File: src/hdl/trp_pkg.sv
// Shared types and flag constants for the track run box parser.
package trp_pkg;

    // Presence flags of the box.
    localparam logic [23:0] FLAG_OFFSET   = 24'h000001;
    localparam logic [23:0] FLAG_FIRST    = 24'h000004;
    localparam logic [23:0] FLAG_DURATION = 24'h000100;
    localparam logic [23:0] FLAG_SIZE     = 24'h000200;
    localparam logic [23:0] FLAG_SFLAGS   = 24'h000400;
    localparam logic [23:0] FLAG_CTO      = 24'h000800;
    localparam logic [23:0] FLAG_ANY_SAMPLE =
        FLAG_DURATION | FLAG_SIZE | FLAG_SFLAGS | FLAG_CTO;

    // Bit position of the duration flag; the other sample flags follow it.
    localparam int SAMPLE_FLAG_LSB = 8;

    // Record kinds.
    localparam logic KIND_HEADER = 1'b0;
    localparam logic KIND_SAMPLE = 1'b1;

    typedef struct packed {
        logic [7:0] byte_in;
        logic       box_start;
    } t_trp_in;

    typedef struct packed {
        logic               record_kind;
        logic [7:0]         box_version;
        logic [23:0]        box_flags;
        logic [31:0]        count_of_samples;
        logic signed [31:0] payload_offset;
        logic [31:0]        first_flags;
        logic [31:0]        duration;
        logic [31:0]        size_bytes;
        logic [31:0]        per_sample_flags;
        logic [31:0]        composition_offset;
        logic [31:0]        sample_number;
        logic               last_record;
    } t_trp_out;

endpackage

File: src/hdl/trp_out_buf.sv
// Two-entry output buffer that holds finished records while the consumer stalls.
module trp_out_buf (
    input  logic              i_clk,
    input  logic              i_rst_n,
    input  logic              i_push,
    input  trp_pkg::t_trp_out i_push_data,
    output logic              o_full,
    output logic              o_out_valid,
    input  logic              i_out_stall,
    output trp_pkg::t_trp_out o_out_data
);

    logic              r_out_valid;
    logic              r_skid_valid;
    trp_pkg::t_trp_out r_out_data;
    trp_pkg::t_trp_out r_skid_data;
    logic              pop;

    assign pop         = r_out_valid && !i_out_stall;
    assign o_full      = r_skid_valid;
    assign o_out_valid = r_out_valid;
    assign o_out_data  = r_out_data;

    always_ff @(posedge i_clk) begin
        if (!i_rst_n) begin
            r_out_valid  <= 1'b0;
            r_skid_valid <= 1'b0;
        end else begin
            if (pop) begin
                if (r_skid_valid) begin
                    r_out_data   <= r_skid_data;
                    r_skid_valid <= i_push;
                    if (i_push) begin
                        r_skid_data <= i_push_data;
                    end
                end else begin
                    r_out_valid <= i_push;
                    if (i_push) begin
                        r_out_data <= i_push_data;
                    end
                end
            end else if (i_push) begin
                if (!r_out_valid) begin
                    r_out_valid <= 1'b1;
                    r_out_data  <= i_push_data;
                end else begin
                    r_skid_valid <= 1'b1;
                    r_skid_data  <= i_push_data;
                end
            end
        end
    end

    // The spare entry is only used behind a full output entry.
    a_skid_behind_out: assert property (@(posedge i_clk) disable iff (!i_rst_n)
        r_skid_valid |-> r_out_valid)
        else $error("spare entry filled while output entry empty");

    // A stalled record with a spare record behind it is still shown next cycle.
    a_full_hold: assert property (@(posedge i_clk) disable iff (!i_rst_n)
        (r_skid_valid && i_out_stall) |=> (r_out_valid && $stable(r_out_data)))
        else $error("stalled record lost while buffer full");

endmodule

File: src/hdl/track_run_box_parser.sv
// Top level of the track run box parser: byte-wise field parsing and record assembly.
//
//   channel  direction  valid        stall        payload
//   input    in         i_in_valid   o_in_stall   i_in_data  (trp_pkg::t_trp_in)
//   output   out        o_out_valid  i_out_stall  o_out_data (trp_pkg::t_trp_out)
//
// One byte is accepted per clock while o_in_stall is low. A record caused by a byte
// is registered on the accepting edge and offered next cycle if no record waits ahead.
// Synchronous active-low reset puts the parser in the idle phase, waiting for a
// byte marked as box start, and empties the output buffer.
// Records queue in a two-entry output buffer; the input stalls only while both
// entries hold records.
module track_run_box_parser (
    input  logic              i_clk,
    input  logic              i_rst_n,
    input  logic              i_in_valid,
    output logic              o_in_stall,
    input  trp_pkg::t_trp_in  i_in_data,
    output logic              o_out_valid,
    input  logic              i_out_stall,
    output trp_pkg::t_trp_out o_out_data
);

    typedef enum logic [3:0] {
        PH_IDLE,
        PH_FLAGS,
        PH_COUNT,
        PH_OFFSET,
        PH_FIRST,
        PH_DUR,
        PH_SIZE,
        PH_SFLAGS,
        PH_CTO,
        PH_DONE
    } t_phase;

    // First present sample field with index at or above the start index, or four
    // when no such field is present.
    function automatic logic [2:0] next_field(input logic [23:0] flags,
                                              input logic [2:0]  from);
        logic [2:0] res;
        res = 3'd4;
        for (int j = 3; j >= 0; j--) begin
            if (3'(j) >= from && flags[trp_pkg::SAMPLE_FLAG_LSB + j]) begin
                res = 3'(j);
            end
        end
        return res;
    endfunction

    function automatic t_phase phase_of(input logic [2:0] idx);
        t_phase ph;
        case (idx)
            3'd0:    ph = PH_DUR;
            3'd1:    ph = PH_SIZE;
            3'd2:    ph = PH_SFLAGS;
            default: ph = PH_CTO;
        endcase
        return ph;
    endfunction

    // Parser state.
    t_phase      r_phase,   n_phase;
    logic [1:0]  r_pos,     n_pos;
    logic [23:0] r_shift,   n_shift;
    logic [7:0]  r_version, n_version;
    logic [23:0] r_flags,   n_flags;
    logic [31:0] r_count,   n_count;
    logic [31:0] r_offset,  n_offset;
    logic [31:0] r_first,   n_first;
    logic [31:0] r_store [3];
    logic [31:0] n_store [3];
    logic [31:0] r_seen,    n_seen;

    logic              accept;
    logic              buf_full;
    logic [7:0]        in_byte;
    logic [31:0]       word;
    logic [2:0]        k;
    logic [2:0]        nxt;
    logic              hdr_done;
    logic              smp_done;
    logic              rec_last;
    logic              res_valid;
    trp_pkg::t_trp_out res;

    assign o_in_stall = buf_full;
    assign accept     = i_in_valid && !buf_full;
    assign in_byte    = i_in_data.byte_in;
    assign word       = {r_shift, in_byte};

    // Index of the sample field being collected in the current phase.
    always_comb begin
        case (r_phase)
            PH_DUR:    k = 3'd0;
            PH_SIZE:   k = 3'd1;
            PH_SFLAGS: k = 3'd2;
            default:   k = 3'd3;
        endcase
    end

    always_comb begin
        n_phase   = r_phase;
        n_pos     = r_pos;
        n_shift   = r_shift;
        n_version = r_version;
        n_flags   = r_flags;
        n_count   = r_count;
        n_offset  = r_offset;
        n_first   = r_first;
        n_store   = r_store;
        n_seen    = r_seen;
        hdr_done  = 1'b0;
        smp_done  = 1'b0;
        rec_last  = 1'b0;
        nxt       = 3'd4;

        if (accept) begin
            if (i_in_data.box_start) begin
                // A start byte abandons any box in progress.
                n_phase   = PH_FLAGS;
                n_pos     = 2'd0;
                n_shift   = '0;
                n_version = in_byte;
                n_flags   = '0;
                n_count   = '0;
                n_offset  = '0;
                n_first   = '0;
                n_seen    = '0;
            end else if (r_phase != PH_IDLE && r_phase != PH_DONE) begin
                if (r_phase == PH_FLAGS) begin
                    n_shift = {r_shift[15:0], in_byte};
                    if (r_pos >= 2'd2) begin
                        n_flags = {r_shift[15:0], in_byte};
                        n_pos   = 2'd0;
                        n_shift = '0;
                        n_phase = PH_COUNT;
                    end else begin
                        n_pos = r_pos + 2'd1;
                    end
                end else if (r_pos != 2'd3) begin
                    n_shift = {r_shift[15:0], in_byte};
                    n_pos   = r_pos + 2'd1;
                end else begin
                    // The byte completes a 32-bit word.
                    n_pos   = 2'd0;
                    n_shift = '0;
                    case (r_phase)
                        PH_COUNT: begin
                            n_count = word;
                            if ((r_flags & trp_pkg::FLAG_OFFSET) != '0) begin
                                n_phase = PH_OFFSET;
                            end else if ((r_flags & trp_pkg::FLAG_FIRST) != '0) begin
                                n_phase = PH_FIRST;
                            end else begin
                                hdr_done = 1'b1;
                            end
                        end
                        PH_OFFSET: begin
                            n_offset = word;
                            if ((r_flags & trp_pkg::FLAG_FIRST) != '0) begin
                                n_phase = PH_FIRST;
                            end else begin
                                hdr_done = 1'b1;
                            end
                        end
                        PH_FIRST: begin
                            n_first  = word;
                            hdr_done = 1'b1;
                        end
                        default: begin
                            if (k < 3'd3) begin
                                n_store[k[1:0]] = word;
                            end
                            nxt = next_field(r_flags, k + 3'd1);
                            if (nxt < 3'd4) begin
                                n_phase = phase_of(nxt);
                            end else begin
                                smp_done = 1'b1;
                            end
                        end
                    endcase
                end
            end
        end

        if (hdr_done) begin
            // The header is last when the box declares no sample fields or no samples.
            rec_last = ((r_flags & trp_pkg::FLAG_ANY_SAMPLE) == '0) || (n_count == '0);
            n_seen   = '0;
            n_phase  = rec_last ? PH_DONE : phase_of(next_field(r_flags, 3'd0));
        end else if (smp_done) begin
            rec_last = (r_seen == r_count - 32'd1);
            n_seen   = r_seen + 32'd1;
            n_phase  = rec_last ? PH_DONE : phase_of(next_field(r_flags, 3'd0));
        end
    end

    // Record assembly. Sample fields completed earlier in the sample come from the
    // store; the field on this byte comes straight from the word.
    assign res_valid = hdr_done || smp_done;

    always_comb begin
        res                    = '0;
        res.record_kind        = smp_done ? trp_pkg::KIND_SAMPLE : trp_pkg::KIND_HEADER;
        res.box_version        = r_version;
        res.box_flags          = r_flags;
        res.count_of_samples   = n_count;
        res.payload_offset     = signed'(n_offset);
        res.first_flags        = n_first;
        res.last_record        = rec_last;
        if (smp_done) begin
            res.sample_number = r_seen;
            if ((r_flags & trp_pkg::FLAG_DURATION) != '0) begin
                res.duration = (k == 3'd0) ? word : r_store[0];
            end
            if ((r_flags & trp_pkg::FLAG_SIZE) != '0) begin
                res.size_bytes = (k == 3'd1) ? word : r_store[1];
            end
            if ((r_flags & trp_pkg::FLAG_SFLAGS) != '0) begin
                res.per_sample_flags = (k == 3'd2) ? word : r_store[2];
            end
            if ((r_flags & trp_pkg::FLAG_CTO) != '0) begin
                res.composition_offset = word;
            end
        end
    end

    always_ff @(posedge i_clk) begin
        if (!i_rst_n) begin
            r_phase <= PH_IDLE;
            r_pos   <= 2'd0;
        end else begin
            r_phase <= n_phase;
            r_pos   <= n_pos;
        end
    end

    // Held box fields and the sample store carry no reset; a start byte, or for
    // the store the earlier fields of the same sample, sets them up before any
    // of them is read.
    always_ff @(posedge i_clk) begin
        r_shift   <= n_shift;
        r_version <= n_version;
        r_flags   <= n_flags;
        r_count   <= n_count;
        r_offset  <= n_offset;
        r_first   <= n_first;
        r_store   <= n_store;
        r_seen    <= n_seen;
    end

    trp_out_buf u_out_buf (
        .i_clk       (i_clk),
        .i_rst_n     (i_rst_n),
        .i_push      (res_valid),
        .i_push_data (res),
        .o_full      (buf_full),
        .o_out_valid (o_out_valid),
        .i_out_stall (i_out_stall),
        .o_out_data  (o_out_data)
    );

    // A start byte always leads to collecting the flag bytes.
    a_start_to_flags: assert property (@(posedge i_clk) disable iff (!i_rst_n)
        (accept && i_in_data.box_start) |=> (r_phase == PH_FLAGS && r_pos == 2'd0))
        else $error("start transaction did not begin a new box");

    // No word is half collected while the parser waits for a start.
    a_idle_aligned: assert property (@(posedge i_clk) disable iff (!i_rst_n)
        (r_phase == PH_IDLE || r_phase == PH_DONE) |-> (r_pos == 2'd0))
        else $error("byte position nonzero outside a box");

    // A record is only produced by an accepted transaction that is not a start byte.
    a_record_source: assert property (@(posedge i_clk) disable iff (!i_rst_n)
        res_valid |-> (accept && !i_in_data.box_start))
        else $error("record produced without a data transaction");

    // The final record of a box leaves the parser waiting for the next start.
    a_last_done: assert property (@(posedge i_clk) disable iff (!i_rst_n)
        (res_valid && rec_last) |=> (r_phase == PH_DONE))
        else $error("parser still active after the final record");

endmodule
File: config.mk
export PLATFORM = sky130hd
export DESIGN_NAME = track_run_box_parser
export DESIGN_NICKNAME = d
export VERILOG_FILES = /design/src/hdl/trp_pkg.sv /design/src/hdl/trp_out_buf.sv /design/src/hdl/track_run_box_parser.sv
export SDC_FILE = /design/constraint.sdc
export NUM_CORES = 1
export LEC_CHECK = 0
export BUFFER_PORTS_ARGS = -buffer_cell sky130_fd_sc_hd__buf_2
export CAP_MARGIN = 20
export CORE_ASPECT_RATIO = 1.4
export CORE_UTILIZATION = 42
export DETAILED_ROUTE_END_ITERATION = 10
export PLACE_DENSITY = 0.63
export SLEW_MARGIN = 30
export SYNTH_ARGS = -nofsm -noshare
export SYNTH_HDL_FRONTEND = slang
export SYNTH_SLANG_ARGS = --single-unit
File: constraint.sdc
create_clock -name i_clk -period 50.9 [get_ports i_clk]
set_clock_uncertainty 0.05 [all_clocks]
set_input_delay 12.725 -clock i_clk [delete_from_list [all_inputs] [get_ports i_clk]]
set_output_delay 12.725 -clock i_clk [all_outputs]
set_load 0.02 [all_outputs]
==> results of run 1 <==
[power groups by stage]
stage	logic, W	registers [W]	clock network (W)
after floorplan	0.0000142	0.000786	0
final	0.0000231	0.000778	0.000596
after global routing	0.0000246	0.000777	0.000632
after global placement	0.0000223	0.000793	0
after detailed placement	0.0000227	0.000793	0
after CTS	0.0000229	0.000777	0.000608
[stage by stage]
step                hold slack, ns  area (um2)  setup slack [ns]  cells   util
floorplan                    0.374       33700             14.37   2449      -
global placement             0.382       36400             34.06   3709  0.460
detailed placement           0.384       36500             33.95   3712  0.461
global route                 0.401       39200             34.38   3857  0.494
CTS                          0.393       39100             34.64   3856  0.494
finish                       0.397       39200             34.60   3859  0.494
[routing by layer]
layer	GRT usage	up-vias
li1	-	9555
met1	0.282	10570
met3	0.0325	133
met4	0.0894	2
met5	0	-
met2	0.367	734
[synthesized netlist by cell type (3+ instances only)]
| cell | number | share of area |
|---|---|---|
| nand3b_1 | 4 | 0.00089 |
| nor4b_1 | 3 | 0.00078 |
| nand4b_1 | 3 | 0.00078 |
| dfxtp_1 | 136 | 0.081 |
| o31ai_1 | 16 | 0.0036 |
| o221ai_1 | 3 | 0.00078 |
| a211oi_1 | 3 | 0.00067 |
| o22a_1 | 66 | 0.017 |
| or4_1 | 4 | 0.00089 |
| nand3_1 | 17 | 0.0025 |
| and2_1 | 33 | 0.0061 |
| nand2b_1 | 9 | 0.0017 |
| a21o_1 | 161 | 0.036 |
| and3_1 | 42 | 0.0078 |
| and4_1 | 5 | 0.0013 |
| inv_1 | 25 | 0.0028 |
| clkbuf_1 | 117 | 0.013 |
| nor2b_1 | 54 | 0.010 |
| o211a_1 | 3 | 0.00089 |
| ha_1 | 6 | 0.0022 |
| o211ai_1 | 5 | 0.0011 |
| xnor2_1 | 45 | 0.012 |
| nand4_1 | 18 | 0.0033 |
| buf_2 | 11 | 0.0016 |
| edfxtp_1 | 732 | 0.65 |
| nor4_1 | 18 | 0.0033 |
| a31oi_1 | 9 | 0.0017 |
| or3_1 | 16 | 0.0030 |
| nor3_1 | 35 | 0.0052 |
| nand2_1 | 449 | 0.050 |
| a21oi_1 | 129 | 0.019 |
| xor2_1 | 23 | 0.0060 |
| o41a_1 | 3 | 0.0010 |
| o22ai_1 | 5 | 0.00093 |
| buf_1 | 6 | 0.00067 |
| o21ai_0 | 21 | 0.0031 |
| nor4_2 | 3 | 0.0011 |
| nor2_1 | 101 | 0.011 |
| or2_2 | 3 | 0.00056 |
| nor3b_1 | 3 | 0.00067 |
| mux2i_1 | 20 | 0.0059 |
| mux2_2 | 48 | 0.016 |
[logic make-up after synthesis]
| kind of cell | count (synthesis) | synth area share |
|---|---|---|
| flip-flops | 868 | 0.733 |
| AO/OA/AOI/OAI | 446 | 0.0914 |
| buffers and inverters | 160 | 0.0182 |
| adder cells (fa/ha/maj) | 6 | 0.00223 |
| XOR/XNOR | 68 | 0.0177 |
| multiplexers | 68 | 0.0220 |
| AND/OR/NAND/NOR | 833 | 0.116 |
[worst paths after layout]
check / from / to / slack (ns) / cells past startpoint
setup / recovery: i_in_data[0] / u_out_buf.r_skid_data[169]$_DFFE_PP_ / 34.60 / 9
hold / removal: r_version[2]$_DFFE_PP_ / u_out_buf.r_skid_data[283]$_DFFE_PP_ / 0.40 / 0
setup reg to reg: r_phase[3]$_SDFFE_PN0P_ / u_out_buf.r_skid_data[169]$_DFFE_PP_ / 46.10 / 9
hold reg to reg: r_version[2]$_DFFE_PP_ / u_out_buf.r_skid_data[283]$_DFFE_PP_ / 0.40 / 0
[sequential cells by signal (all words and copies together) (netlist names)]
| register | flops |
|---|---|
| u_out_buf.o_out_data | 290 |
| u_out_buf.r_skid_data | 290 |
| r_store | 96 |
| r_count | 32 |
| r_first | 32 |
| r_offset | 32 |
| r_seen | 32 |
| r_flags | 24 |
| r_shift | 24 |
| r_version | 8 |
| r_phase | 4 |
| r_pos | 2 |
| u_out_buf.o_full | 1 |
| u_out_buf.o_out_valid | 1 |
[layout make-up]
cell class              instances  area share
repair buffers                344      0.0494
inverters                      26     0.00252
flip-flops and latches        868       0.631
clock inverters                45      0.0105
well taps                    1054      0.0337
clock buffers                  99      0.0556
multi-input cells            1421       0.218
diodes                          2    0.000128
[critical path, stage by stage]
cell,delay (ns)
buf_2,0.31
nor2_1,0.22
nand4_1,0.35
or3b_2,0.77
inv_2,0.11
nor2_1,0.15
nor3_2,0.23
buf_4,0.70
buf_12,0.56
==> PnR_summary.wiki, run 1 <==
{| class="wikitable"
! Metric !! Value
|-
| Outcome || complete, no violations
|-
| Logic gate share of total power || 0.017
|-
| Routed length on met2 || 44800 um
|-
| Die Width || 241 um
|-
| Average vias per placed instance || 5.44
|-
| Vias in the first global route || 20519
|-
| Number of DRC violations after detailed routing || 0
|-
| Number of instances in the synthesized netlist || 2449
|-
| Gr usage total || 0.218
|-
| Post-Route Setup TNS || 0 ns
|-
| Critical-path maximum fanout || 143
|-
| Die height || 337 um
|-
| Post-CTS Hold Buffers || 0
|-
| Proportion of layout cells with a drive suffix above 1 || 0.196
|-
| Number of primary I/O pins || 305
|-
| Clock share of power || 0.427
|-
| Yosys warns || 0
|-
| Worst min path class || flip-flop to flip-flop
|-
| Uppermost layer routed || met5
|-
| Initial antenna violation count || 5
|-
| Post-route antenna net violation count || 0
|-
| CTS tree || built
|-
| Area added between synthesis and finish || 16.2%
|-
| Async set-reset flop share out of synthesis || 0
|-
| Final layout net count || 2760
|-
| Transition time at the pin with the least slew margin || 1.04 ns
|-
| Final routed wirelength across all metal layers || 89700 um
|-
| Placer Congestion || 0.892
|-
| Starting Density || 0.426
|-
| Overall power after layout || 0.00140 W
|-
| Register share of total power || 0.557
|-
| Data required time at the worst endpoint || 51.10 ns
|-
| Worst Path Class, Setup || primary input to flip-flop
|-
| Detailed Routing Iterations Pass 1 || 6
|-
| Sw Share || 0.208
|-
| Cell Int Power || 0.00111 W
|-
| Post-synth top flop || edfxtp_1
|-
| Sum of met3 wire segment lengths after detailed routing || 5000 um
|-
| TritonCTS Buffers || 80
|-
| Unrepaired setup endpoints after global routing || false
|-
| Arrival time of data at the critical path endpoint || 16.50 ns
|-
| Final-report max-slew violation count || 0
|-
| Number of design-rule violations left by the first detailed-router iteration || 1757
|-
| Final Hold Vio Count || 0
|-
| Buffers inserted during post-CTS setup optimization || 0
|-
| Die area || 81400 um2
|-
| Total power density per cell area || 35.6 nW/um2
|-
| Sequential standard cell area || 24700 um2
|-
| Level count of the clock H-tree || 3
|-
| Number of I/O port buffers || 304
|-
| Leading cell types in the layout, fill and taps excluded || edfxtp_1, nand2_1, buf_2
|-
| Number of fill cells || 6803
|-
| Sort of element at the end of the critical path || flip-flop
|-
| Reg clk slew, reported paths || 0.06 ns
|-
| Critical path startpoint category || primary input
|-
| Total via count after detailed routing || 20994
|-
| Cell chosen for the clock root || clkbuf_16
|-
| Number of gates resized after cts || 0
|-
| Achievable Freq || 0.0614 GHz
|-
| Switching power || 0.000290 W
|-
| First-pass GRT wire length || 131000 um
|-
| Max cap viols || 0
|-
| Shortest clock period the worst path allows after layout || 16.30 ns
|-
| Leading cell type in the layout, fill and taps excluded || edfxtp_1
|-
| Reported leakage power || 16.2 nW
|-
| Syn nets || 2468
|-
| Final Cycle Share || 0.320
|-
| Total area of multi-input combinational cells || 8530 um2
|-
| Post-synth design cell area || 33700 um2
|-
| Core area || 79200 um2
|-
| Number of rows created at floorplan || 122
|-
| Setup Viol. Count Final || 0
|-
| Maximum VDD drop || 21.9 uV
|-
| Number of distinct standard cells referenced by the synthesized netlist || 69
|-
| Number of synthesized register bits || 868
|-
| WL per Instance || 23.2 um
|-
| Clock sink count || 868
|-
| Avg Synthesized Cell Area || 13.8 um2
|-
| Global-route congestion overflow total || 0
|-
| Deepest clock path buffer count || 3
|-
| Skew-Pair Late Insertion Delay || 0.65 ns
|-
| Sum of net half-perimeters after detailed placement || 58600 um
|-
| Maximum number of pins on one net before global-route repair || 175
|-
| EDFF count, synth || 732
|-
| Detailed-route wire length on metal 1 || 36900 um
|-
| Worst slew margin relative to its limit || 0.302
|-
| Sequential cell area fraction in the yosys report || 0.733
|}
Note: power is estimated with default switching activity, not from simulation.
==> inputs of run 2 (changes only) <==
ABC_AREA = 1   (was unset)
PLACE_DENSITY = 0.65   (was 0.63)
clock period = 13.45 ns   (was 50.9 ns; I/O delays follow)
==> run 2 against run 1 <==
Compared with the run above:
- count of clock-buffer cells in the layout rose by 5
- cell count rose by 21%
- utilization fell by 0.12 points
- sequential share of layout area fell by 2.0 points
- critical endpoint is now u_out_buf.o_out_data[40]$_DFFE_PP_
- largest cell class unchanged
==> PnR_summary.wiki, run 2 <==
{| class="wikitable"
! Metric !! Value
|-
| Outcome || complete, no violations (unchanged)
|-
| Total via count after detailed routing || 23431 (was 20994)
|-
| Number of distinct standard cells referenced by the synthesized netlist || 53 (was 69)
|-
| Critical-path maximum fanout || 120 (was 143)
|-
| Number of rows created at floorplan || 124 (was 122)
|-
| Hold wc startpoint || r_flags[22]$_SDFFCE_PP0P_ (was r_version[2]$_DFFE_PP_)
|-
| Buffers inserted during post-CTS setup optimization || 0 (unchanged)
|-
| Achievable Freq || 0.146 GHz
|-
| Final-report max-slew violation count || 0 (unchanged)
|-
| Level count of the clock H-tree || 3 (unchanged)
|-
| Maximum number of pins on one net before global-route repair || 196 (was 175)
|-
| Number of synthesized register bits || 868 (unchanged)
|-
| First-pass GRT wire length || 137000 um (was 131000 um)
|-
| Number of DRC violations after detailed routing || 0 (unchanged)
|-
| Number of gates resized after cts || 0 (unchanged)
|-
| Number of instances on the worst hold path || 0 (unchanged)
|-
| Starting Density || 0.426 (about the same)
|-
| Sum of met3 wire segment lengths after detailed routing || 5200 um (was 5000 um)
|-
| Skew-Pair Late Insertion Delay || 0.65 ns (about the same)
|-
| Transition time at the pin with the least slew margin || 0.998 ns (was 1.04 ns)
|-
| Die Width || 246 um (was 241 um)
|-
| RR Startpoint || r_phase[1]$_SDFFE_PN0P_ (was r_phase[3]$_SDFFE_PN0P_)
|-
| Total power density per cell area || 133 nW/um2 (was 35.6 nW/um2)
|-
| Synth top cells by count || nand2_1, edfxtp_1, inv_1, o21ai_0, nor2_1 (was edfxtp_1, nand2_1, a21o_1, dfxtp_1, a21oi_1)
|-
| Unrepaired setup endpoints after global routing || false (unchanged)
|-
| Final Hold Vio Count || 0 (unchanged)
|-
| Worst Path Class, Setup || primary input to flip-flop (unchanged)
|-
| Number of fill cells || 7338 (was 6803)
|-
| Die height || 343 um (was 337 um)
|-
| Number of instances in the synthesized netlist || 3241 (was 2449)
|-
| Data required time at the worst endpoint || 13.67 ns (was 51.10 ns)
|-
| Gr usage total || 0.217 (was 0.218)
|-
| Reg clk slew, reported paths || 0.06 ns (about the same)
|-
| Routed length on met2 || 45200 um (was 44800 um)
|-
| Final routed wirelength across all metal layers || 92100 um (was 89700 um)
|-
| Avg Synthesized Cell Area || 10.8 um2 (was 13.8 um2)
|-
| Post-synth top flop || edfxtp_1 (unchanged)
|-
| Critical path startpoint category || primary input (unchanged)
|-
| Sink of the worst hold path || u_out_buf.r_skid_data[279]$_DFFE_PP_ (was u_out_buf.r_skid_data[283]$_DFFE_PP_)
|-
| Setup Viol. Count Final || 0 (unchanged)
|-
| Reported leakage power || 17.3 nW (was 16.2 nW)
|-
| Worst slew margin relative to its limit || 0.332 (was 0.302)
|-
| Clock sink count || 868 (unchanged)
|-
| Detailed-route wire length on metal 1 || 38100 um (was 36900 um)
|-
| Share of Yosys cell area claimed by the top area cell type || 0.629 (was 0.652)
|-
| Synth area leader || edfxtp_1 (unchanged)
|-
| Average vias per placed instance || 5.01 (was 5.44)
|-
| Vias in the first global route || 22260 (was 20519)
|-
| Post-CTS Hold Buffers || 0 (unchanged)
|-
| Die area || 84400 um2 (was 81400 um2)
|-
| Sort of element at the end of the critical path || flip-flop (unchanged)
|-
| Dpl cell area || 37700 um2 (was 36500 um2)
|-
| Post-route antenna net violation count || 0 (unchanged)
|-
| Sum of net half-perimeters after detailed placement || 63300 um (was 58600 um)
|-
| Global-route congestion overflow total || 0 (unchanged)
|-
| Initial antenna violation count || 4 (was 5)
|-
| Most area-consuming cells after synthesis || edfxtp_1, nand2_1, dfxtp_1 (was edfxtp_1, dfxtp_1, nand2_1)
|-
| Post-Route Setup TNS || 0 ns (unchanged)
|-
| Proportion of layout cells with a drive suffix above 1 || 0.143 (was 0.196)
|-
| TritonCTS Buffers || 83 (was 80)
|-
| Final Cycle Share || 0.509
|-
| CTS tree || built (unchanged)
|-
| Number of I/O port buffers || 304 (unchanged)
|-
| Placer Congestion || 0.929 (was 0.892)
|-
| Depth of the worst register-to-register path || 13 (was 9)
|-
| Area added between synthesis and finish || 15.8% (was 16.2%)
|-
| Yosys warns || 0 (unchanged)
|-
| Core area || 82100 um2 (was 79200 um2)
|-
| WL per Instance || 19.7 um (was 23.2 um)
|-
| Sequential cell area fraction in the yosys report || 0.707 (was 0.733)
|-
| Leading cell type in the layout, fill and taps excluded || nand2_1 (was edfxtp_1)
|-
| Number of design-rule violations left by the first detailed-router iteration || 2014 (was 1757)
|-
| Uppermost layer routed || met5 (unchanged)
|-
| Cell with the most instances after synthesis || nand2_1 (was edfxtp_1)
|-
| Worst min path class || flip-flop to flip-flop (unchanged)
|-
| Arrival time of data at the critical path endpoint || 7.07 ns (was 16.50 ns)
|-
| Async set-reset flop share out of synthesis || 0 (unchanged)
|-
| Post-synth design cell area || 34900 um2 (was 33700 um2)
|-
| Util after Layout || 0.493 (was 0.494)
|-
| Deepest clock path buffer count || 3 (unchanged)
|-
| Max cap viols || 0 (unchanged)
|-
| Shortest clock period the worst path allows after layout || 6.85 ns
|-
| Minimum setup slack among reg-to-reg paths || 8.96 ns (was 46.10 ns)
|-
| EDFF count, synth || 732 (unchanged)
|-
| Syn nets || 3260 (was 2468)
|-
| Number of primary I/O pins || 305 (unchanged)
|-
| Final layout net count || 3555 (was 2760)
|-
| Reg-to-Reg End || u_out_buf.r_skid_data[285]$_DFFE_PP_ (was u_out_buf.r_skid_data[169]$_DFFE_PP_)
|-
| Leading cell types in the layout, fill and taps excluded || nand2_1, edfxtp_1, inv_1 (was edfxtp_1, nand2_1, buf_2)
|-
| Detailed Routing Iterations Pass 1 || 5 (was 6)
|-
| Cell chosen for the clock root || clkbuf_16 (unchanged)
|-
| Post-route cell area || 40500 um2 (was 39200 um2)
|-
| Maximum VDD drop || 88.3 uV (was 21.9 uV)
|}
## run 2: area by class of cell
type                            instances  area [um2]  area share
Multi-Input combinational cell       1882        8450       0.209
Clock inverter                         48         541      0.0134
Timing Repair Buffer                  334        1860      0.0458
Clock buffer                          104        2200      0.0543
Tap cell                             1071        1340      0.0331
Sequential cell                       868       24700       0.610
Inverter                              367        1390      0.0343
Antenna cell                            2        5.00    0.000124
## run 2: kinds of logic after synthesis
family          synth area share
fa+ha+maj                0.00215
flops                      0.707
simple gates               0.164
xor+xnor                  0.0109
compound gates            0.0622
buf+inv                   0.0536
## run 2: worst max path at each step
stage / start / endpoint / slack, ns
after global placement: i_in_data[0] / u_out_buf.o_out_data[137]$_DFFE_PP_ / 6.10
after detailed placement: i_in_data[0] / u_out_buf.o_out_data[136]$_DFFE_PP_ / 6.03
after global routing: i_in_data[0] / u_out_buf.o_out_data[86]$_DFFE_PP_ / 6.30
after CTS: i_in_data[0] / u_out_buf.o_out_data[136]$_DFFE_PP_ / 6.70
final: i_in_data[0] / u_out_buf.o_out_data[40]$_DFFE_PP_ / 6.60
after floorplan: i_in_data[0] / u_out_buf.r_skid_data[0]$_DFFE_PP_ / 1.04
## run 2: per-layer routing
layer	vias to the layer above	global-route usage
met5	-	0
met4	2	0.0964
met3	134	0.0282
met2	755	0.365
met1	11164	0.281
li1	11376	-
## run 2: power breakdown
group	total, W	internal (W)	switching [W]
sequential	0.00292	0.00290	0.0000148
clock	0.00237	0.00138	0.000995
combinational	0.000115	0.0000232	0.0000916
## run 2: metrics by stage
| step | hold WS [ns] | worst slack (ns) | std cells | total power [W] |
|---|---|---|---|---|
| final | 0.398 | 6.60 | 4676 | 0.00540 |
| after global routing | 0.405 | 6.30 | 4674 | 0.00555 |
| after floorplan | 0.376 | 1.04 | 3241 | 0.00304 |
| after CTS | 0.393 | 6.70 | 4672 | 0.00544 |
| after detailed placement | 0.385 | 6.03 | 4520 | 0.00309 |
| after global placement | 0.380 | 6.10 | 4518 | 0.00309 |
## run 2: worst max-delay path, cell delays in order
cell	delay [ns]
buf_2	0.53
inv_2	0.21
nand2_2	0.16
inv_2	0.07
and3_4	0.19
nand3_4	0.05
buf_4	0.58
nand2_1	0.23
o21ai_0	0.52
inv_8	0.35
buf_12	0.33
buf_16	0.29
